[src/rtl/core/plcf_pkg.sv]
// Package for the profile line centre finder: shared widths, parameter defaults,
// the controller state type and the command and status structs.
// Depends on nothing; every other file of the block but plcf_ram imports it.
`timescale 1ns / 1ps

package plcf_pkg;

   localparam int ROW_W           = 12;
   localparam int POS_W           = 11;
   localparam int MAX_ROWS_DEF    = 2048;
   localparam int VALUE_WIDTH_DEF = 12;
   localparam int MAX_LINES_DEF   = 64;

   typedef enum logic [3:0] {
      ST_LOAD,
      ST_MUL,
      ST_DIV_INIT,
      ST_DIV,
      ST_COUNT_INIT,
      ST_COUNT,
      ST_EMIT_INIT,
      ST_EMIT,
      ST_NONE,
      ST_DONE
   } plcf_state_type;

   typedef struct packed {
      logic load;
      logic mul;
      logic div_init;
      logic div_step;
      logic scan_init;
      logic count_pass;
      logic emit_pass;
      logic none_emit;
      logic clear;
   } plcf_cmd_type;

   typedef struct packed {
      logic div_last;
      logic scan_done;
      logic no_lines;
   } plcf_status_type;

endpackage

[src/rtl/core/plcf_ctrl.sv]
// Controller of the profile line centre finder: sequences loading, threshold
// arithmetic, the counting pass and the reporting pass. Depends on plcf_pkg.
`timescale 1ns / 1ps

module plcf_ctrl (
   input  logic                     clock,
   input  logic                     reset,
   input  logic                     start,
   input  logic                     last_value,
   output logic                     busy,
   output plcf_pkg::plcf_cmd_type   cmd,
   input  plcf_pkg::plcf_status_type status
);
   import plcf_pkg::*;

   plcf_state_type state_ff, state_in;

   always_ff @(posedge clock) begin
      if (reset) begin
         state_ff <= ST_LOAD;
      end else begin
         state_ff <= state_in;
      end
   end

   always_comb begin
      state_in = state_ff;
      case (state_ff)
         ST_LOAD: begin
            if (start && last_value) state_in = ST_MUL;
         end
         ST_MUL:        state_in = ST_DIV_INIT;
         ST_DIV_INIT:   state_in = ST_DIV;
         ST_DIV: begin
            if (status.div_last) state_in = ST_COUNT_INIT;
         end
         ST_COUNT_INIT: state_in = ST_COUNT;
         ST_COUNT: begin
            if (status.scan_done) state_in = ST_EMIT_INIT;
         end
         // The line total is final here, in the state after the counting pass.
         ST_EMIT_INIT: begin
            if (status.no_lines) state_in = ST_NONE;
            else                 state_in = ST_EMIT;
         end
         ST_EMIT: begin
            if (status.scan_done) state_in = ST_DONE;
         end
         ST_NONE:       state_in = ST_LOAD;
         ST_DONE:       state_in = ST_LOAD;
         default:       state_in = ST_LOAD;
      endcase
   end

   always_comb begin
      cmd  = '0;
      busy = 1'b1;
      case (state_ff)
         ST_LOAD: begin
            busy     = 1'b0;
            cmd.load = start;
         end
         ST_MUL:        cmd.mul = 1'b1;
         ST_DIV_INIT:   cmd.div_init = 1'b1;
         ST_DIV:        cmd.div_step = 1'b1;
         ST_COUNT_INIT: cmd.scan_init = 1'b1;
         ST_COUNT:      cmd.count_pass = 1'b1;
         ST_EMIT_INIT:  cmd.scan_init = 1'b1;
         ST_EMIT:       cmd.emit_pass = 1'b1;
         ST_NONE: begin
            cmd.none_emit = 1'b1;
            cmd.clear     = 1'b1;
         end
         ST_DONE:       cmd.clear = 1'b1;
         default:       cmd = '0;
      endcase
   end

endmodule

[config.mk]
export PLATFORM = sky130hd
export DESIGN_NAME = plcf_ctrl
export DESIGN_NICKNAME = d
export VERILOG_FILES = /design/src/rtl/core/plcf_pkg.sv /design/src/rtl/core/plcf_ctrl.sv
export SDC_FILE = /design/constraint.sdc
export NUM_CORES = 1
export LEC_CHECK = 0
export ABC_CLOCK_PERIOD_IN_PS = 3100
export BUFFER_PORTS_ARGS = -buffer_cell sky130_fd_sc_hd__buf_2
export CAP_MARGIN = 10
export CORE_AREA = 2 2 39 41
export DETAILED_ROUTE_END_ITERATION = 7
export DIE_AREA = 0 0 41 43
export PLACE_DENSITY_LB_ADDON = 0.12
export SYNTH_ARGS = -nofsm -noshare
export SYNTH_HDL_FRONTEND = slang
export SYNTH_SLANG_ARGS = --single-unit
[constraint.sdc]
create_clock -name clock -period 3.1 [get_ports clock]
set_input_delay 0.465 -clock clock [delete_from_list [all_inputs] [get_ports clock]]
set_output_delay 0.465 -clock clock [all_outputs]
set_load 0.05 [all_outputs]
==> metrics <==
drt pass-1 iters=3; Reg2Reg Setup Slack=1.64 ns; worst r2r path cells=4; CTS Hold Bufs=0; clock buffer depth=2; Seq cells post-synth=4; CP startpoint kind=register; Reg with most FFs=state_ff; Hold Vio Cnt, Final=0; CTS buffer count=3; initial drt markers=4; H-tree depth=1; Gates resized, CTS repair=0; hold path cells=2; hold slack=0.454 ns; overflow left after global routing=0; Yosys top cell area share=0.241; final core utilization=0.313; Post-synth EDFFs=0; worst hold start=reset; vias in the first global route=335; row count=14; Syn-to-layout area delta=30.1%; end of the worst register-to-register path=state_ff[1]$_SDFFE_PP0P_; RSZ-0062 raised after global routing=false; Largest register FFs=4; fraction of layout cells with a size suffix above 1=0.361; filler instances=161; Maximum Capacitance Violations=0; area of the multi-input gates=226 um2; Cells after Synth=46; clock slew at reported path FFs=0.04 ns; Synth Flop Type=dfxtp_1; initial core utilization=0.241; worst skew pair latency=0.23 ns; DRC Markers=0; register area share after synthesis=0.241; first-pass GRT wire length=1330 um; CTS tree=built; DIE AREA=0.00176 mm2; Port Buffer Count=16; die height=43 um; Post-synth top cells=nand2_1 (6), dfxtp_1 (4), nor3_1 (4); Fin Setup TNS=0 ns; Post-Route WL=783 um; vias per cell=4.66; final instance area=433 um2; post-DP HPWL=618 um; Worst Path Max Fanout=12; post-detailed-route count of antenna-violating nets=0; fin crit share=0.636; Largest regs=state_ff x4; Tot Pwr=178 uW; Clock Skew=0.000137 ns; pin count of the biggest net entering global routing=14; VDD IR max=0.155 mV; Post-Syn Nets=53; drt wl/cell=10.2 um; placed cell area=410 um2; critical path class=register to output pin; Data arrival, critical path=1.51 ns; CTS root buf=clkbuf_4; post-synth top area cell=dfxtp_1; I/O Pins=17; Die W=41 um; Endpoint, Worst Hold=state_ff[0]$_SDFFE_PP0P_; register area=80.1 um2; Area contributors post-synth=dfxtp_1 (24%), nand2_1 (6.8%), nor3_1 (6.0%); synthesized area=333 um2; Synth async-reset ratio=0; initial antenna violation count=0; most numerous cell in the Yosys netlist=nand2_1; worst-margin pin slew=0.451 ns; WP data required=2.63 ns; total track usage=0.111; reg2reg start=state_ff[2]$_SDFFE_PP0P_; final setup vio count=0; Antenna diodes=0; post-layout minimum cycle time=1.97 ns; Via Count=359; syn_area_per_cell=7.24 um2; TritonCTS Sinks=4; Max Slew Vio Count=0; library cells used by synthesis=25; status=finished clean; pwr dens=411 mW/mm2; nets@finish=70; relative slew slack=0.699; Core ar.=0.00138 mm2; achievable frequency=0.507 GHz; Post-CTS Setup Inserts=0; leakage=0.204 nW; crit path capture type=output pin; gp weighted congestion=0.644; Synth Warn #=0; HP Class=input pin to register
[report_power, final]
part	leakage, nW	internal, mW	switching (mW)
logic	0.157	0.0176	0.0370
registers	0.0325	0.0542	0.00676
clock network	0.0138	0.0432	0.0190
total	0.204	0.115	0.0627
[stage by stage]
stage	instances	setup WS, ns
final	77	1.13
after global routing	77	0.970
after CTS	77	1.11
after detailed placement	74	1.37
after global placement	74	1.40
after floorplan	46	0.126
[placed cells by master, fill, tap and decap left out, types with 2 or more instances in the layout]
cell	n
dfxtp_1	4
clkbuf_4	3
a21oi_1	2
o211ai_1	2
nand2_1	6
nor2_1	3
nand2b_1	3
nor2b_1	3
nor3_1	4
buf_2	16
[how the worst max path moves through the flow]
stage / from / endpoint / slack [ns] / depth (start not counted)
after floorplan: state_ff[2]$_SDFFE_PP0P_ / cmd[1] / 0.13 / 3
after global placement: state_ff[0]$_SDFFE_PP0P_ / cmd[8] / 1.40 / 3
after detailed placement: state_ff[0]$_SDFFE_PP0P_ / cmd[8] / 1.37 / 3
after CTS: state_ff[0]$_SDFFE_PP0P_ / cmd[8] / 1.11 / 3
after global routing: state_ff[0]$_SDFFE_PP0P_ / cmd[8] / 0.97 / 3
final: state_ff[0]$_SDFFE_PP0P_ / cmd[8] / 1.13 / 3
[per-layer routing]
metal	vias to the layer above	track usage	share of wire
met5	-	0	0
met4	0	0.0800	0
met3	0	0.0314	0.059
met2	9	0.166	0.49
met1	158	0.128	0.45
li1	192	-	-
[cell type report]
type | count | area share
tap | 16 | 0.0462
multi-input combinational | 37 | 0.523
inverter | 1 | 0.00867
sequential | 4 | 0.185
clock buffer | 3 | 0.0520
timing repair buffer | 16 | 0.185
[logic make-up (layout without fill, tap and decap cells)]
family	count (synthesis)	in the layout	synth area share
flip-flops	4	4	0.241
AO/OA/AOI/OAI	10	10	0.207
buffers and inverters	5	20	0.0789
AND/OR/NAND/NOR	27	27	0.474
[critical path: stages, from the launching register on]
cell	delay [ns]
dfxtp_1	0.41
nor4_2	0.43
and2_1	0.18
buf_2	0.26
(Power assumes the default switching activity.)
